### src/sv/olt_pkg.sv
package olt_pkg;

    localparam int VAL_W      = 32;
    localparam int POS_W      = 4;
    localparam int SHOW_LIMIT = 16;

    typedef enum logic [1:0] {
        KIND_INSERT = 2'd0,
        KIND_REMOVE = 2'd1,
        KIND_SEARCH = 2'd2,
        KIND_SHOW   = 2'd3
    } kind_t;

    typedef enum logic [2:0] {
        ST_DONE      = 3'd0,
        ST_FOUND     = 3'd1,
        ST_NOT_FOUND = 3'd2,
        ST_EMPTY     = 3'd3,
        ST_FULL      = 3'd4
    } status_t;

    // controller -> datapath
    typedef struct packed {
        logic    load;
        logic    walk;
        logic    shift;
        logic    show;
        logic    push;
        logic    pop;
        logic    emit;
        status_t code;
    } cmd_t;

    // datapath -> controller
    typedef struct packed {
        logic  full;
        logic  empty;
        logic  hit;
        logic  walk_end;
        kind_t kind;
    } stat_t;

endpackage

### src/sv/olt_ctrl.sv
module olt_ctrl (
    input  logic          clk,
    input  logic          rst_n,
    input  logic          start,
    input  olt_pkg::stat_t st,
    output olt_pkg::cmd_t  cmd,
    output logic          busy
);

    typedef enum logic [2:0] {
        S_IDLE,
        S_DISPATCH,
        S_WALK,
        S_SHIFT,
        S_SHOW
    } state_t;

    state_t state_reg;
    state_t state_next;
    logic   busy_reg;
    logic   busy_next;

    always_comb
    begin
        state_next = state_reg;
        cmd        = '0;
        cmd.code   = olt_pkg::ST_DONE;
        case (state_reg)
            S_IDLE:
            begin
                if (start)
                begin
                    cmd.load   = 1'b1;
                    state_next = S_DISPATCH;
                end
            end
            S_DISPATCH:
            begin
                case (st.kind)
                    olt_pkg::KIND_INSERT:
                    begin
                        cmd.emit   = 1'b1;
                        state_next = S_IDLE;
                        if (st.full)
                        begin
                            cmd.code = olt_pkg::ST_FULL;
                        end
                        else
                        begin
                            cmd.push = 1'b1;
                        end
                    end
                    olt_pkg::KIND_REMOVE:
                    begin
                        if (st.empty)
                        begin
                            cmd.emit   = 1'b1;
                            cmd.code   = olt_pkg::ST_EMPTY;
                            state_next = S_IDLE;
                        end
                        else
                        begin
                            state_next = S_WALK;
                        end
                    end
                    olt_pkg::KIND_SEARCH:
                    begin
                        state_next = S_WALK;
                    end
                    default:
                    begin
                        if (st.empty)
                        begin
                            cmd.emit   = 1'b1;
                            cmd.code   = olt_pkg::ST_EMPTY;
                            state_next = S_IDLE;
                        end
                        else
                        begin
                            state_next = S_SHOW;
                        end
                    end
                endcase
            end
            S_WALK:
            begin
                cmd.walk = 1'b1;
                if (st.hit)
                begin
                    if (st.kind == olt_pkg::KIND_REMOVE)
                    begin
                        state_next = S_SHIFT;
                    end
                    else
                    begin
                        cmd.emit   = 1'b1;
                        cmd.code   = olt_pkg::ST_FOUND;
                        state_next = S_IDLE;
                    end
                end
                else if (st.walk_end)
                begin
                    cmd.emit   = 1'b1;
                    cmd.code   = olt_pkg::ST_NOT_FOUND;
                    state_next = S_IDLE;
                end
            end
            S_SHIFT:
            begin
                cmd.shift = 1'b1;
                if (st.walk_end)
                begin
                    cmd.pop    = 1'b1;
                    cmd.emit   = 1'b1;
                    state_next = S_IDLE;
                end
            end
            S_SHOW:
            begin
                cmd.show = 1'b1;
                if (st.walk_end)
                begin
                    state_next = S_IDLE;
                end
            end
            default:
            begin
                state_next = S_IDLE;
            end
        endcase
        busy_next = (state_next != S_IDLE);
    end

    always_ff @(posedge clk or negedge rst_n)
    begin
        if (!rst_n)
        begin
            state_reg <= S_IDLE;
            busy_reg  <= 1'b0;
        end
        else
        begin
            state_reg <= state_next;
            busy_reg  <= busy_next;
        end
    end

    assign busy = busy_reg;

    a_busy_tracks_state: assert property (@(posedge clk) disable iff (!rst_n)
        busy_reg == (state_reg != S_IDLE))
        else $error("busy out of step with state");

    a_hit_leaves_walk: assert property (@(posedge clk) disable iff (!rst_n)
        (state_reg == S_WALK && st.hit) |=> (state_reg == S_SHIFT || state_reg == S_IDLE))
        else $error("walk did not stop on hit");

    a_load_only_idle: assert property (@(posedge clk) disable iff (!rst_n)
        cmd.load |=> busy_reg)
        else $error("load did not raise busy");

endmodule

### src/sv/olt_dp.sv
module olt_dp #(
    parameter int DEPTH = 16
) (
    input  logic                              clk,
    input  logic                              rst_n,
    input  olt_pkg::cmd_t                      cmd,
    input  logic [1:0]                        kind,
    input  logic signed [olt_pkg::VAL_W-1:0]  value,
    output olt_pkg::stat_t                     st,
    output logic                              strobe,
    output logic [2:0]                        status,
    output logic signed [olt_pkg::VAL_W-1:0]  item,
    output logic [olt_pkg::POS_W-1:0]         position,
    output logic                              last
);

    localparam int AW = $clog2(DEPTH);
    localparam int CW = $clog2(DEPTH + 1);

    logic [olt_pkg::VAL_W-1:0] mem [DEPTH];

    logic [CW-1:0]             count_reg, count_next;
    logic [CW-1:0]             ptr_reg, ptr_next;
    logic                      chk_vld_reg, chk_vld_next;
    logic [CW-1:0]             chk_idx_reg, chk_idx_next;
    logic [CW-1:0]             dst_reg, dst_next;
    olt_pkg::kind_t            kind_reg, kind_next;
    logic [olt_pkg::VAL_W-1:0] val_reg, val_next;
    logic [olt_pkg::VAL_W-1:0] rd_q_reg;

    logic                      strobe_reg, strobe_next;
    logic [2:0]                status_reg, status_next;
    logic [olt_pkg::VAL_W-1:0] item_reg, item_next;
    logic [olt_pkg::POS_W-1:0] pos_reg, pos_next;
    logic                      last_reg, last_next;

    logic [CW-1:0]             lim;
    logic                      hit;
    logic                      more;
    logic                      adv;
    logic                      rd_en;
    logic                      wr_en;
    logic [CW-1:0]             wr_addr;
    logic [olt_pkg::VAL_W-1:0] wr_data;

    // show stops at the first SHOW_LIMIT entries
    always_comb
    begin
        if (kind_reg == olt_pkg::KIND_SHOW && int'(count_reg) > olt_pkg::SHOW_LIMIT)
        begin
            lim = CW'(olt_pkg::SHOW_LIMIT);
        end
        else
        begin
            lim = count_reg;
        end
    end

    assign hit   = chk_vld_reg && (rd_q_reg == val_reg);
    assign more  = (ptr_reg < lim);
    assign adv   = (cmd.walk && !hit) || cmd.shift || cmd.show;
    assign rd_en = adv && more;

    always_comb
    begin
        count_next   = count_reg;
        ptr_next     = ptr_reg;
        chk_vld_next = chk_vld_reg;
        chk_idx_next = chk_idx_reg;
        dst_next     = dst_reg;
        kind_next    = kind_reg;
        val_next     = val_reg;
        wr_en        = 1'b0;
        wr_addr      = dst_reg;
        wr_data      = rd_q_reg;
        strobe_next  = 1'b0;
        status_next  = status_reg;
        item_next    = item_reg;
        pos_next     = pos_reg;
        last_next    = last_reg;

        if (cmd.load)
        begin
            kind_next    = olt_pkg::kind_t'(kind);
            val_next     = value;
            ptr_next     = '0;
            chk_vld_next = 1'b0;
        end

        if (cmd.walk && hit)
        begin
            chk_vld_next = 1'b0;
            dst_next     = chk_idx_reg;
        end

        if (adv)
        begin
            chk_vld_next = more;
            if (more)
            begin
                chk_idx_next = ptr_reg;
                ptr_next     = ptr_reg + CW'(1);
            end
        end

        // close the gap: entry read last cycle moves down one place
        if (cmd.shift && chk_vld_reg)
        begin
            wr_en    = 1'b1;
            wr_addr  = dst_reg;
            wr_data  = rd_q_reg;
            dst_next = dst_reg + CW'(1);
        end

        if (cmd.push)
        begin
            wr_en      = 1'b1;
            wr_addr    = count_reg;
            wr_data    = val_reg;
            count_next = count_reg + CW'(1);
        end

        if (cmd.pop)
        begin
            count_next = count_reg - CW'(1);
        end

        if (cmd.emit)
        begin
            strobe_next = 1'b1;
            status_next = cmd.code;
            item_next   = '0;
            pos_next    = (cmd.code == olt_pkg::ST_FOUND) ?
                          olt_pkg::POS_W'(chk_idx_reg) : '0;
            last_next   = 1'b1;
        end

        if (cmd.show && chk_vld_reg)
        begin
            strobe_next = 1'b1;
            status_next = olt_pkg::ST_DONE;
            item_next   = rd_q_reg;
            pos_next    = olt_pkg::POS_W'(chk_idx_reg);
            last_next   = ((chk_idx_reg + CW'(1)) == lim);
        end
    end

    always_ff @(posedge clk or negedge rst_n)
    begin
        if (!rst_n)
        begin
            count_reg   <= '0;
            ptr_reg     <= '0;
            chk_vld_reg <= 1'b0;
            strobe_reg  <= 1'b0;
        end
        else
        begin
            count_reg   <= count_next;
            ptr_reg     <= ptr_next;
            chk_vld_reg <= chk_vld_next;
            strobe_reg  <= strobe_next;
        end
    end

    always_ff @(posedge clk)
    begin
        chk_idx_reg <= chk_idx_next;
        dst_reg     <= dst_next;
        kind_reg    <= kind_next;
        val_reg     <= val_next;
        status_reg  <= status_next;
        item_reg    <= item_next;
        pos_reg     <= pos_next;
        last_reg    <= last_next;
    end

    always_ff @(posedge clk)
    begin
        if (wr_en)
        begin
            mem[wr_addr[AW-1:0]] <= wr_data;
        end
        if (rd_en)
        begin
            rd_q_reg <= mem[ptr_reg[AW-1:0]];
        end
    end

    assign st.full     = (count_reg == CW'(DEPTH));
    assign st.empty    = (count_reg == '0);
    assign st.hit      = hit;
    assign st.walk_end = !chk_vld_reg && !more;
    assign st.kind     = kind_reg;

    assign strobe   = strobe_reg;
    assign status   = status_reg;
    assign item     = item_reg;
    assign position = pos_reg;
    assign last     = last_reg;

    a_count_bound: assert property (@(posedge clk) disable iff (!rst_n)
        count_reg <= CW'(DEPTH))
        else $error("count above depth");

    a_write_in_list: assert property (@(posedge clk) disable iff (!rst_n)
        (wr_en && !cmd.push) |-> (wr_addr < count_reg))
        else $error("shift write beyond list");

    a_push_not_full: assert property (@(posedge clk) disable iff (!rst_n)
        cmd.push |-> (!st.full && !cmd.pop))
        else $error("push on full list");

    a_pop_count: assert property (@(posedge clk) disable iff (!rst_n)
        cmd.pop |=> (count_reg == $past(count_reg) - CW'(1)))
        else $error("pop did not decrement count");

endmodule

### src/sv/ordered_list_table.sv
// Search reads the list one entry per cycle through the read port; remove searches
// the same way, then the entries after the match move down one place, one per cycle;
// show gives one item per cycle.
// One item at a time: start is taken when busy is low; busy drops as the last result is
// registered (in the cycle after, for a show); the receiver cannot stall results.
// Reset clears the count (list empty); entry storage is not cleared.
module ordered_list_table #(
    parameter int DEPTH = 16
) (
    input  logic                              clk,
    input  logic                              rst_n,
    input  logic                              start,
    input  logic [1:0]                        kind,
    input  logic signed [olt_pkg::VAL_W-1:0]  value,
    output logic                              busy,
    output logic                              strobe,
    output logic [2:0]                        status,
    output logic signed [olt_pkg::VAL_W-1:0]  item,
    output logic [olt_pkg::POS_W-1:0]         position,
    output logic                              last
);

    olt_pkg::cmd_t  cmd;
    olt_pkg::stat_t st;
    logic           start_ok;

    assign start_ok = start && !busy;

    olt_ctrl u_ctrl (
        .clk   (clk),
        .rst_n (rst_n),
        .start (start_ok),
        .st    (st),
        .cmd   (cmd),
        .busy  (busy)
    );

    olt_dp #(
        .DEPTH (DEPTH)
    ) u_dp (
        .clk      (clk),
        .rst_n    (rst_n),
        .cmd      (cmd),
        .kind     (kind),
        .value    (value),
        .st       (st),
        .strobe   (strobe),
        .status   (status),
        .item     (item),
        .position (position),
        .last     (last)
    );

endmodule
### config.mk
export PLATFORM = sky130hd
export DESIGN_NAME = ordered_list_table
export DESIGN_NICKNAME = d
export VERILOG_FILES = /design/src/sv/olt_pkg.sv /design/src/sv/olt_ctrl.sv /design/src/sv/olt_dp.sv /design/src/sv/ordered_list_table.sv
export SDC_FILE = /design/constraint.sdc
export NUM_CORES = 1
export LEC_CHECK = 0
export BUFFER_PORTS_ARGS = -buffer_cell sky130_fd_sc_hd__buf_2
export CAP_MARGIN = 25
export CORE_MARGIN = 2
export CORE_UTILIZATION = 44
export CTS_CLUSTER_DIAMETER = 80
export DETAILED_ROUTE_END_ITERATION = 6
export GPL_TIMING_DRIVEN = 0
export PLACE_DENSITY = 0.6
export SETUP_SLACK_MARGIN = 0.02
export SLEW_MARGIN = 20
export SYNTH_ARGS = -nofsm -noshare
export SYNTH_HDL_FRONTEND = slang
export SYNTH_SLANG_ARGS = --single-unit
### constraint.sdc
create_clock -name clk -period 3.35 [get_ports clk]
set_input_delay 0.8375 -clock clk [delete_from_list [all_inputs] [get_ports clk]]
set_output_delay 0.8375 -clock clk [all_outputs]
set_load 0.03 [all_outputs]
Word level (Yosys, flattened, before mapping)
Memory sizes are Yosys's and may differ from the RTL's. A register that Yosys moved wholly into a read port is not among the register bits.
Cells that the tools add are included.

word-level totals
  RAM bits = 512
  bits in registers = 100
  output and inout bits = 42
  memories kept = 1

operators by class
  add/sub/neg operators = 5
  muxes and demuxes = 52
  equal/unequal tests = 11
  reduce and logical (&&, ||, !) cells = 25
  order comparisons = 2

memory list
  name      words  bits a word  rd ports  clocked after Yosys merged registers in  wr ports  RTL line      RTL
  u_dp.mem  16     32           1         1                                        1         olt_dp.sv:20  logic [olt_pkg::VAL_W-1:0] mem [DEPTH];

operators with widths
  kind                   count
  $mux W32               3
  $mux W5                8
  $eq A32 B32 Y1         1
  $mux W4                8
  $add A5 B1 Y5 const B  4
  $mux W1                20
  $mux W3                5
  $pmux W3 S4            1
  $logic_and A1 B1 Y1    9
  $pmux W3 S3            1
  $pmux W4 S2            1
  $eq A3 B1 Y1 const B   2
  $eq A3 B2 Y1 const B   2
  $mux W2                3
  $pmux W3 S2            1
  $reduce_bool A2 Y1     3
  $reduce_bool A3 Y1     2
  $eq A5 B5 Y1           1
  $eq A5 B5 Y1 const B   1
  $gt A5 B5 Y1 const B   1
  $logic_not A5 Y1       1
  $lt A5 B5 Y1           1
  $sub A5 B1 Y5 const B  1
  $eq A2 B2 Y1 const B   2
  9 further kinds        13

Logic depth before layout (Yosys ltp)
Gate-level depths: netlist of the first run.

  word-level depth = 13
  depth in mapped cells = 16
  gate-level depth less buffers = 15

Hierarchy
Synthesis of the first run repeated with hierarchy kept, for this count alone.

unflattened totals
  cell total of the unflattened synthesis = 1178
  area total of the unflattened synthesis = 25354.3 µm²

by module, submodules not included
  module              seq. area each (µm²)  area each (µm²)  cells each  instances
  olt_dp              19098.3               24977.7          1135        1
  olt_ctrl            100.1                 362.8            42          1
  ordered_list_table  0.0                   13.8             1           1

Least setup slack after synthesis of the first run
OpenSTA, ideal clock, no wires.

  kind = reg-to-reg
  from = reg u_dp.count_reg[0]
  to = mem u_dp.mem[12][0] (netlist name) (enable)
  period minus slack after synthesis = 3277 ps
  path buffers = 1
  cell stages (with the launch flop) = 7
  data required time = 2929 ps
  slack = 73 ps
  arrival = 2855 ps
  cell sequence = dfrtp_1 > nor4_2 > nand2_1 > nand2_1 > buf_2 > a31oi_1 > nor2_1

on the way
  longest elaborated chain between the ends = 7
  elaborated cells on any way between the ends = 8
  classes of those cells = eq/ne (1); mux (7)

RTL lines
  element                        RTL line        RTL
  start: declaration             olt_dp.sv:22    logic [CW-1:0] count_reg, count_next;
  start signal: assignment       olt_dp.sv:159   count_reg <= count_next;
  $eq A5 B5 Y1                   olt_dp.sv:190   assign st.full = (count_reg == CW'(DEPTH));
  $mux W1                        olt_ctrl.sv:44  if (st.full)
  $mux W1                        olt_ctrl.sv:39  case (st.kind)
  $mux W1                        olt_ctrl.sv:28  case (state_reg)
  $mux W1                        olt_dp.sv:115   if (cmd.push)
  $mux W1                        olt_dp.sv:180   if (wr_en)
  $mux W1 (not written as such)  olt_dp.sv:182   mem[wr_addr[AW-1:0]] <= wr_data;
  end: declaration               olt_dp.sv:20

Several ways; a longest one is shown, not always the timed one.

Final worst setup path of the first run
  from = reg u_dp.count_reg[4]
  to = reg u_dp.item_reg, in the netlist u_dp.item[11] (enable)

on the way
  longest elaborated chain between the ends = 10
  elaborated cells on any way between the ends = 14
  classes of those cells = order compare (2); mux (7); reduce/logical (5)

RTL lines
  element                           RTL line         RTL
  $gt A5 B5 Y1                      olt_dp.sv:49     if (kind_reg == olt_pkg::KIND_SHOW && int'(count_reg) > olt_pkg::SHOW_LIMIT)
  $logic_and A1 B1 Y1               olt_dp.sv:49
  $mux W5                           olt_dp.sv:49
  $lt A5 B5 Y1                      olt_dp.sv:60     assign more = (ptr_reg < lim);
  $logic_not A1 Y1                  olt_dp.sv:193    assign st.walk_end = !chk_vld_reg && !more;
  $logic_and A1 B1 Y1               olt_dp.sv:193
  $mux W4                           olt_ctrl.sv:101  else if (st.walk_end)
  $mux W4                           olt_ctrl.sv:88   if (st.hit)
  $pmux W1 S3 (*)                   olt_ctrl.sv:28
  $reduce_bool A2 Y1 (no line) (*)  -
  end signal: assignment            olt_dp.sv:173    item_reg <= item_next;
  end: declaration                  olt_dp.sv:33     logic [olt_pkg::VAL_W-1:0] item_reg, item_next;

Mark *: on every way between the ends. The rest lies on a longest branch, timed or not.
A chain may end at the register's enable or synchronous reset.

==> flow_summary.json, run 1 <==
{
  "drcViolationCount": 0,
  "syn-instance-count": 1149,
  "insertion_delay_ns": 0.61,
  "synth_largest_type_area_fraction": 0.744,
  "clock-root-buffer": "sky130_fd_sc_hd__clkbuf_16",
  "post-synth-top-area-cell": "sky130_fd_sc_hd__edfxtp_1",
  "io-pin-count": 79,
  "tritoncts.num_buffers": 67,
  "post_synth.cell_area_avg_um2": 21.9,
  "port_buffers": 78,
  "coreArea_um2": 56500,
  "async_flop_share": 0.0249,
  "finalInstanceArea_um2": 29700,
  "number_of_fill_cells": 4402,
  "slew_viol_final": 0,
  "max-clock-path-buffers": 3,
  "headroom_to_the_max_slew_limit": 0.324,
  "number_of_failing_setup_endpoints_in_the_final_timing_report": 0,
  "antenna_found_initial": 1,
  "floorplan.rows": 87,
  "syn_area_um2": 25200,
  "total_power_mw": 26.1,
  "post_drt_via_cell_ratio": 5.82,
  "placed_cell_area_um2": 27600,
  "number_of_synthesized_register_bits": 643,
  "pwr-share-comb": 0.303,
  "worstSetupPathType": "reg2reg",
  "timing_worst_slew_pin_value_ns": 1.01,
  "timing.hold.ws_ns": 0.180,
  "outcome": "finished clean",
  "initial_core_utilization": 0.446,
  "finalHoldViolations": 0,
  "timing.critical_path.required_ns": 3.66,
  "reg2reg_setup_slack_ns": 0.15,
  "placement.setup.worst_slack_ns": -0.103,
  "wl_per_cell_um": 29.2,
  "number_of_flops_mapped_to_enable_cells_by_yosys": 624,
  "power-per-cell-area_nw_per_um2": 880,
  "syn_nets": 1197,
  "synth.yosys.warnings": 0,
  "place_congestion": 0.800,
  "largest_reg_flops": 512,
  "drt_first_iter_violations": 1513,
  "sequentialPowerShare": 0.431,
  "route.antenna.remaining_nets": 0,
  "area_growth_pct": 17.8,
  "grt_use_total": 0.216,
  "first_pass_grt_wire_length_mm": 90.0,
  "detail_placement_hpwl_mm": 40.2,
  "synthDistinctLibCells": 54,
  "ctsHtreeMaxLevel": 3,
  "die_area_um2": 59200,
  "switching_power_mw": 8.27,
  "power.switching_fraction": 0.316,
  "cap_violations": 0,
  "fin_cells": 2149,
  "setup.worst_path.end_class": "flip-flop",
  "timing.rr.start": "u_dp.count_reg[4]",
  "grt_max_degree": 39,
  "synthFlopType": "sky130_fd_sc_hd__edfxtp_1",
  "worst_ir_drop_vdd_mv": 1.07,
  "first_global_vias": 12500,
  "share_of_post_route_cells_with_drive_strength_above_1": 0.308,
  "multiInputGateArea_um2": 5840,
  "final.period_utilization": 0.954,
  "leakage_nw": 9.74,
  "finClkSkew_ns": 0.0278,
  "cts_sinks": 643,
  "area.sequential_um2": 19200,
  "critical_path.startpoint_type": "flip-flop",
  "maxClockFrequency_ghz": 0.313,
  "internal-power_mw": 17.9,
  "detail_route.first_pass.iterations": 7,
  "netlist_top_cells_area": "sky130_fd_sc_hd__edfxtp_1 (74%), sky130_fd_sc_hd__mux4_2 (14%), sky130_fd_sc_hd__dfrtp_1 (1.6%)",
  "path_max_fanout": 38,
  "hold_path.class": "in2async",
  "die-height_um": 243,
  "worst-endpoint-arrival_ns": 3.51,
  "global_route.overflow_total": 0,
  "cts_hold_repair.buffers": 0,
  "rsz_0062_raised_after_global_routing": "no",
  "die_w_um": 243,
  "utilization": 0.526,
  "diodes": 0,
  "placedCellCount": 2020,
  "postLayoutSetupSlackWorst_ns": 0.153,
  "clk_pin_slew_ns": 0.06,
  "period_minus_slack_ns": 3.20,
  "synth.yosys.seq_area_share": 0.762,
  "regToRegEndpoint": "u_dp.item[11]",
  "final.setup.tns_ns": 0,
  "nNetsFinal": 1390,
  "cts_tree": "yes",
  "r2r.worst_path.cells": 13,
  "clkPwrFrac": 0.266,
  "route.vias.total": 12500,
  "finalWirelength_mm": 62.8
}
[power by group through the flow]
stage | Sequential, mW | Combinational (mW) | Clock (mW)
6_report | 11.3 | 7.91 | 6.96
3_5_place_dp | 11.4 | 7.88 | 0
2_1_floorplan | 11.8 | 4.75 | 0
5_1_grt | 11.3 | 8.47 | 7.37
4_1_cts | 11.3 | 7.97 | 7.08
3_3_place_gp | 11.4 | 7.45 | 0
[cell families after synthesis]
kind of cell	synth area share
mux	0.160
compound gates	0.0138
flops	0.762
simple gates	0.0295
buf+inv	0.0137
xor+xnor	0.0153
fa+ha+maj	0.00576
[final cells by class]
| class | instances | area share |
|---|---|---|
| well taps | 756 | 0.0319 |
| flip-flops and latches | 643 | 0.647 |
| multi-input cells | 438 | 0.197 |
| clock buffers | 89 | 0.0603 |
| repair buffers | 124 | 0.0453 |
| inverters | 16 | 0.00219 |
| clock inverters | 31 | 0.00746 |
| plain buffers | 52 | 0.00978 |
[synth_stat cells, drive strengths merged (4+ instances only)]
cell and number:
a31oi 8, a21o 5, buf 32, xor2 19, inv 16, xnor2 25
edfxtp 624, nor3 4, nand3 13, ha 10, nor4 7, nor2 29
dfrtp 16, and3 38, mux4 160, o31ai 4, o21ai 10, mux2 33
o21a 4, nand2 23, nand4 6, mux2i 6, clkbuf 20, a21oi 7
[critical path: stages, from the launching register on]
cell and delay (ns):
sky130_fd_sc_hd__dfrtp_1 0.35, sky130_fd_sc_hd__clkbuf_4 0.18, sky130_fd_sc_hd__nand3_4 0.14, sky130_fd_sc_hd__nand2_1 0.14, sky130_fd_sc_hd__ha_4 0.25, sky130_fd_sc_hd__a21o_1 0.18, sky130_fd_sc_hd__a21o_1 0.20, sky130_fd_sc_hd__a211oi_4 0.31
sky130_fd_sc_hd__buf_4 0.16, sky130_fd_sc_hd__buf_4 0.12, sky130_fd_sc_hd__o31ai_2 0.07, sky130_fd_sc_hd__a211o_1 0.31, sky130_fd_sc_hd__or2_4 0.26, sky130_fd_sc_hd__buf_16 0.20
[layout by cell type, fill, tap and decap left out, types with 5 or more instances in the layout]
master	netlist	layout
sky130_fd_sc_hd__a21oi_1	7	6
sky130_fd_sc_hd__and3_1	38	38
sky130_fd_sc_hd__inv_1	15	13
sky130_fd_sc_hd__clkinv_1	0	17
sky130_fd_sc_hd__xnor2_1	25	25
sky130_fd_sc_hd__dfrtp_1	16	16
sky130_fd_sc_hd__nor2_4	0	16
sky130_fd_sc_hd__a21o_1	5	5
sky130_fd_sc_hd__edfxtp_1	624	624
sky130_fd_sc_hd__mux2i_1	6	6
sky130_fd_sc_hd__mux4_2	160	160
sky130_fd_sc_hd__ha_1	10	9
sky130_fd_sc_hd__buf_2	12	88
sky130_fd_sc_hd__clkinv_2	0	7
sky130_fd_sc_hd__nand2_1	23	22
sky130_fd_sc_hd__nor2_1	28	12
sky130_fd_sc_hd__buf_4	0	9
sky130_fd_sc_hd__buf_1	10	10
sky130_fd_sc_hd__nand4_1	6	6
sky130_fd_sc_hd__nand3_1	12	11
sky130_fd_sc_hd__clkbuf_16	0	68
sky130_fd_sc_hd__o21ai_0	8	8
sky130_fd_sc_hd__buf_6	10	10
sky130_fd_sc_hd__xor2_1	19	19
sky130_fd_sc_hd__buf_12	0	14
sky130_fd_sc_hd__clkbuf_1	20	40
sky130_fd_sc_hd__mux2_1	29	29
sky130_fd_sc_hd__buf_16	0	21
[what timing repair did]
action                     CTS  global route
setup buffers                5             3
pin swaps                    3             2
gates resized for setup      2             9
setup endpoints to repair   81           249
[per-layer routing]
metal	routed length, um	part of all wire	GRT usage
met1	26600	0.42	0.306
met2	31000	0.49	0.351
met3	3940	0.063	0.0384
met4	1180	0.019	0.0512
met5	0	0	0
[worst max-delay path by stage]
stage / startpoint / endpoint / slack [ns] / cells past startpoint
after floorplan: u_dp.count_reg[0] / u_dp.mem[12][0] / 0.07 / 6
after global routing: u_dp.count_reg[4] / u_dp.item[12] / 0.03 / 13
final: u_dp.count_reg[4] / u_dp.item[11] / 0.15 / 13
after CTS: u_ctrl.state_reg[2] / u_dp.mem[3][15] / 0.006 / 7
after detailed placement: u_dp.kind_reg[0] / u_dp.count_reg[4] / -0.10 / 14
after global placement: u_dp.count_reg[0] / u_dp.mem[12][16] / -2.63 / 6
Power figures use the tool's default switching activity.
==> inputs of run 2 (changes only) <==
--- a/config.mk
+++ b/config.mk
@@ -12,7 +12,8 @@
 export CTS_CLUSTER_DIAMETER = 80
 export DETAILED_ROUTE_END_ITERATION = 6
 export GPL_TIMING_DRIVEN = 0
-export PLACE_DENSITY = 0.6
+export PLACE_DENSITY = 0.58
+export REMOVE_ABC_BUFFERS = 1
 export SETUP_SLACK_MARGIN = 0.02
 export SLEW_MARGIN = 20
 export SYNTH_ARGS = -nofsm -noshare
==> constraint.sdc (replaced) <==
create_clock -name clk -period 3.6 [get_ports clk]
set_input_delay 0.9 -clock clk [delete_from_list [all_inputs] [get_ports clk]]
set_output_delay 0.9 -clock clk [all_outputs]
set_load 0.03 [all_outputs]
==> flow_summary.json, run 2 (synthesis gave the netlist of run 1 again) <==
{
  "outcome": "finished clean",
  "antenna_found_initial": 1,
  "power-per-cell-area_nw_per_um2": 810,
  "die_area_um2": 59200,
  "reg2reg_setup_slack_ns": 0.15,
  "wl_per_cell_um": 28.5,
  "final.setup.tns_ns": 0,
  "r2r.worst_path.cells": 8,
  "grt_max_degree": 44,
  "detail_placement_hpwl_mm": 35.2,
  "headroom_to_the_max_slew_limit": 0.258,
  "route.antenna.remaining_nets": 0,
  "ctsHtreeMaxLevel": 3,
  "period_minus_slack_ns": 3.45,
  "crit_path_cell_trace": "nor4_2, nand2_1, nand2_4, buf_12, a31oi_1, nor2_4, buf_16, buf_12",
  "worst_path_most_repeated_cell": "sky130_fd_sc_hd__buf_12",
  "endpoint": "u_dp.mem[15][31]",
  "drt_first_iter_violations": 1398,
  "io-pin-count": 79,
  "post_drt_via_cell_ratio": 5.79,
  "layout_common_cells": "sky130_fd_sc_hd__edfxtp_1 (624), sky130_fd_sc_hd__mux4_2 (160), sky130_fd_sc_hd__buf_2 (78), sky130_fd_sc_hd__clkbuf_16 (71), sky130_fd_sc_hd__and3_1 (38)",
  "max-clock-path-buffers": 3,
  "timing_worst_slew_pin_value_ns": 1.11,
  "cts_sinks": 643,
  "worst_path_dominant_cell_family": "simple AND/OR/NAND/NOR gates",
  "mostFrequentLayoutCell": "sky130_fd_sc_hd__edfxtp_1",
  "largest_reg_flops": 512,
  "area_growth_pct": 17.6,
  "slowest_stage": "sky130_fd_sc_hd__nor2_4",
  "floorplan.rows": 87,
  "place_congestion": 0.779,
  "setup.worst_path.end_class": "flip-flop",
  "nNetsFinal": 1339,
  "timing.rr.start": "u_dp.count_reg[0]",
  "cts_tree": "yes",
  "first_pass_grt_wire_length_mm": 86.2,
  "die_w_um": 243,
  "cts_hold_repair.buffers": 0,
  "rsz_0062_raised_after_global_routing": "no",
  "grt_use_total": 0.205,
  "finalHoldViolations": 0,
  "clk_pin_slew_ns": 0.06,
  "leakage_nw": 9.71,
  "route.vias.total": 12200,
  "finalWirelength_mm": 59.8,
  "worstSetupStartpoint": "u_dp.count_reg[0]",
  "share_of_post_route_cells_with_drive_strength_above_1": 0.312,
  "number_of_failing_setup_endpoints_in_the_final_timing_report": 0,
  "timing.critical_path.buf_inv": 3,
  "slew_viol_final": 0,
  "insertion_delay_ns": 0.61,
  "initial_core_utilization": 0.446,
  "detail_route.first_pass.iterations": 5,
  "total_power_mw": 24.0,
  "clock-root-buffer": "sky130_fd_sc_hd__clkbuf_16",
  "die-height_um": 243,
  "cap_violations": 0,
  "port_buffers": 78,
  "global_route.overflow_total": 0,
  "maxClockFrequency_ghz": 0.290,
  "worst-endpoint-arrival_ns": 3.75,
  "timing.critical_path.required_ns": 3.90,
  "regToRegEndpoint": "u_dp.mem[15][31]",
  "slowest_delay_ns": 0.63,
  "coreArea_um2": 56500,
  "worst_ir_drop_vdd_mv": 0.672,
  "critical_path.startpoint_type": "flip-flop",
  "hold_path.class": "in2async",
  "critical_path_cell_count": 8,
  "final.period_utilization": 0.958,
  "drcViolationCount": 0,
  "path_max_fanout": 25,
  "tritoncts.num_buffers": 68,
  "first_global_vias": 12200,
  "worstSetupPathType": "reg2reg",
  "finClkSkew_ns": 0.0265,
  "number_of_fill_cells": 4344
}
## run 2: repair_timing
action | CTS | global route
buffers inserted | 0 | 1
gates resized for setup | 0 | 6
setup endpoints to repair | 0 | 57
## run 2: area by class of cell
cell class / instances / area [um2] / share of cell area
flip-flops and latches: 643 / 19200 / 0.648
multi-input cells: 438 / 5830 / 0.197
clock buffers: 89 / 1840 / 0.0622
repair buffers: 124 / 1510 / 0.0511
well taps: 756 / 946 / 0.0319
clock inverters: 32 / 225 / 0.00760
inverters: 16 / 65.1 / 0.00219
diodes: 3 / 7.51 / 0.000253
## run 2: worst register-to-register path, cell delays in order (launching register included)
cell                      delay [ns]
sky130_fd_sc_hd__dfrtp_1        0.48
sky130_fd_sc_hd__nor4_2         0.45
sky130_fd_sc_hd__nand2_1        0.19
sky130_fd_sc_hd__nand2_4        0.28
sky130_fd_sc_hd__buf_12         0.29
sky130_fd_sc_hd__a31oi_1        0.41
sky130_fd_sc_hd__nor2_4         0.63
sky130_fd_sc_hd__buf_16         0.23
sky130_fd_sc_hd__buf_12         0.20
## run 2: report_power, final
group	switching [mW]	leakage, nW	internal [mW]
combinational	3.76	2.82	2.82
sequential	0.743	5.87	10.1
clock	2.83	1.02	3.77
## run 2: metrics by stage
| stage | cells | worst slack [ns] | utilization | hold slack (ns) | area, um2 |
|---|---|---|---|---|---|
| after floorplan | 1097 | -3.63 | - | 0.454 | 24900 |
| after global placement | 1931 | -7.07 | 0.465 | 0.455 | 26300 |
| after detailed placement | 1976 | 0.118 | 0.487 | 0.445 | 27500 |
| after CTS | 2097 | 0.0830 | 0.523 | 0.214 | 29600 |
| after global routing | 2098 | 0.0442 | 0.525 | 0.239 | 29600 |
| final | 2101 | 0.152 | 0.525 | 0.232 | 29600 |
## run 2: per-layer routing
metal  up-vias  part of all wire  track usage
li1       5085                 -            -
met5         -                 0            0
met1      6523              0.43        0.302
met4         0             0.018       0.0455
met3        89             0.073       0.0377
met2       476              0.48        0.321
## run 2: worst min-delay path by stage
| stage | endpoint | slack (ns) | cells after the start |
|---|---|---|---|
| after detailed placement | u_dp.status[1] | 0.45 | 2 |
| after CTS | u_dp.ptr_reg[1] | 0.21 | 1 |
| after global routing | u_dp.ptr_reg[1] | 0.24 | 1 |
| after global placement | u_dp.status[1] | 0.45 | 2 |
| final | u_dp.ptr_reg[1] | 0.23 | 1 |
| after floorplan | u_ctrl.state_reg[2] | 0.45 | 1 |
==> inputs of run 3 (changes only) <==
--- a/config.mk
+++ b/config.mk
@@ -8,11 +8,11 @@
 export BUFFER_PORTS_ARGS = -buffer_cell sky130_fd_sc_hd__buf_2
 export CAP_MARGIN = 25
 export CORE_MARGIN = 2
-export CORE_UTILIZATION = 44
+export CORE_UTILIZATION = 55
 export CTS_CLUSTER_DIAMETER = 80
 export DETAILED_ROUTE_END_ITERATION = 6
 export GPL_TIMING_DRIVEN = 0
-export PLACE_DENSITY = 0.58
+export PLACE_DENSITY = 0.7
 export REMOVE_ABC_BUFFERS = 1
 export SETUP_SLACK_MARGIN = 0.02
 export SLEW_MARGIN = 20
==> flow_summary.json, run 3 (synthesis gave the netlist of run 1 again) <==
{
  "route.antenna.remaining_nets": 0,
  "floorplan.rows": 78,
  "final.setup.tns_ns": 0,
  "final.period_utilization": 0.964,
  "nNetsFinal": 1334,
  "timing.hold.ws_ns": 0.210,
  "first_global_vias": 12200,
  "port_buffers": 78,
  "finalHoldViolations": 0,
  "setup.worst_path.end_class": "flip-flop",
  "cts_sinks": 643,
  "die_area_um2": 47600,
  "finalWirelength_mm": 56.3,
  "power-per-cell-area_nw_per_um2": 803,
  "mostFrequentLayoutCell": "sky130_fd_sc_hd__edfxtp_1",
  "period_minus_slack_ns": 3.47,
  "slowest_delay_ns": 0.60,
  "io-pin-count": 79,
  "wl_per_cell_um": 29.1,
  "route.vias.total": 12200,
  "cts_tree": "yes",
  "total_power_mw": 23.5,
  "cts_hold_repair.buffers": 0,
  "finClkSkew_ns": 0.0271,
  "slowest_stage": "sky130_fd_sc_hd__dfrtp_4",
  "place_congestion": 0.783,
  "antenna_found_initial": 0,
  "headroom_to_the_max_slew_limit": 0.287,
  "maxClockFrequency_ghz": 0.288,
  "outcome": "finished clean",
  "crit_path_cell_trace": "buf_16, ha_1, a21o_1, a21o_1, a211oi_4, nor2_2, nand3_1, inv_2, ha_1, a21o_1, a21oi_1, mux2i_1, xnor2_1",
  "grt_use_total": 0.244,
  "path_max_fanout": 30,
  "leakage_nw": 9.63,
  "insertion_delay_ns": 0.63,
  "postCtsResizedCells": 0,
  "die-height_um": 218,
  "largest_reg_flops": 512,
  "worst_ir_drop_vdd_mv": 0.811,
  "slew_viol_final": 0,
  "detail_route.first_pass.iterations": 5,
  "routed-wl-met3_mm": 4.22,
  "worstSetupPathType": "reg2reg",
  "layout_common_cells": "sky130_fd_sc_hd__edfxtp_1 (624), sky130_fd_sc_hd__mux4_2 (160), sky130_fd_sc_hd__buf_2 (78), sky130_fd_sc_hd__clkbuf_16 (62), sky130_fd_sc_hd__and3_1 (38)",
  "drcViolationCount": 0,
  "hold_path.class": "in2async",
  "timing.critical_path.buf_inv": 2,
  "grt_max_degree": 41,
  "ctsHtreeMaxLevel": 2,
  "detailroute.wirelength.met2_mm": 27.5,
  "worst-endpoint-arrival_ns": 4.00,
  "clock-root-buffer": "sky130_fd_sc_hd__clkbuf_16",
  "rsz_0062_raised_after_global_routing": "yes",
  "topRoutingLayerUsed": "met4",
  "number_of_failing_setup_endpoints_in_the_final_timing_report": 0,
  "global_route.overflow_total": 0,
  "die_w_um": 218,
  "tritoncts.num_buffers": 61,
  "clk_pin_slew_ns": 0.06,
  "detail_placement_hpwl_mm": 33.9,
  "diodes": 0,
  "drt_first_iter_violations": 1631,
  "initial_core_utilization": 0.557,
  "critical_path.startpoint_type": "flip-flop",
  "met1Wirelength_mm": 22.8,
  "area_growth_pct": 16.2,
  "timing_worst_slew_pin_value_ns": 1.06,
  "post_drt_via_cell_ratio": 6.31,
  "max-clock-path-buffers": 3,
  "coreArea_um2": 45300,
  "share_of_post_route_cells_with_drive_strength_above_1": 0.305,
  "worst_path_most_repeated_cell": "sky130_fd_sc_hd__a21o_1",
  "timing.critical_path.required_ns": 4.13,
  "first_pass_grt_wire_length_mm": 81.9,
  "cap_violations": 0,
  "worst_path_dominant_cell_family": "compound AO/OA/AOI/OAI gates"
}
## run 3: cell types whose count changed in the layout (fill, tap and decap cells not counted), moves of 3 or more
cell / before / now
sky130_fd_sc_hd__diode_2: 3 / 0
sky130_fd_sc_hd__clkinv_1: 11 / 17
sky130_fd_sc_hd__clkbuf_1: 18 / 12
sky130_fd_sc_hd__buf_16: 27 / 31
sky130_fd_sc_hd__clkbuf_16: 71 / 62
sky130_fd_sc_hd__buf_12: 19 / 16
sky130_fd_sc_hd__inv_6: 3 / 0
## run 3: final cells by class
cell class | count | area, um2
fill | 2961 | 16000
clock inverter | 36 | 288
inverter | 16 | 62.6
clock buffer | 74 | 1600
timing repair buffer | 126 | 1570
sequential | 643 | 19200
tap | 600 | 751
multi-input combinational | 438 | 5790
## run 3: repair_timing
| item | CTS | global route |
|---|---|---|
| buffers inserted | 1 | 0 |
| pin swaps | 1 | 0 |
| endpoints found under the setup margin | 1 | 7 |
## run 3: power by group
group	switching [mW]	total, mW	internal (mW)
Sequential	0.638	10.7	10.1
Clock	2.68	6.10	3.42
Combinational	3.83	6.68	2.85
Total	7.14	23.5	16.4
## run 3: per-stage QoR
step	util	setup slack, ns	area, um2	std cells
after global placement	0.575	-6.81	26100	1775
after detailed placement	0.605	-0.0538	27400	1822
after CTS	0.646	0.181	29300	1933
final	0.646	0.131	29300	1933
after global routing	0.646	0.00888	29300	1933
after floorplan	-	-3.63	24900	1097
## run 3: worst paths after layout
kind / startpoint / cells past startpoint / endpoint / slack [ns]
max in group asynchronous: rst_n / 1 / u_dp.ptr_reg[1] / 3.07
min in group clk: value[29] / 1 / u_dp.val_reg[29] / 0.44
setup / recovery: u_dp.ptr_reg[2] / 13 / u_dp.count_reg[4] / 0.13
setup reg to reg: u_dp.ptr_reg[2] / 13 / u_dp.count_reg[4] / 0.13
hold / removal: rst_n / 1 / u_ctrl.state_reg[0] / 0.21
hold reg to reg: u_dp.status[1] / 2 / u_dp.status[1] / 0.47
## run 3: per-layer routing
metal,vias to the layer above,track usage
met1,6449,0.350
li1,5069,-
met2,570,0.383
met4,0,0.0900
met3,114,0.0432
met5,-,0
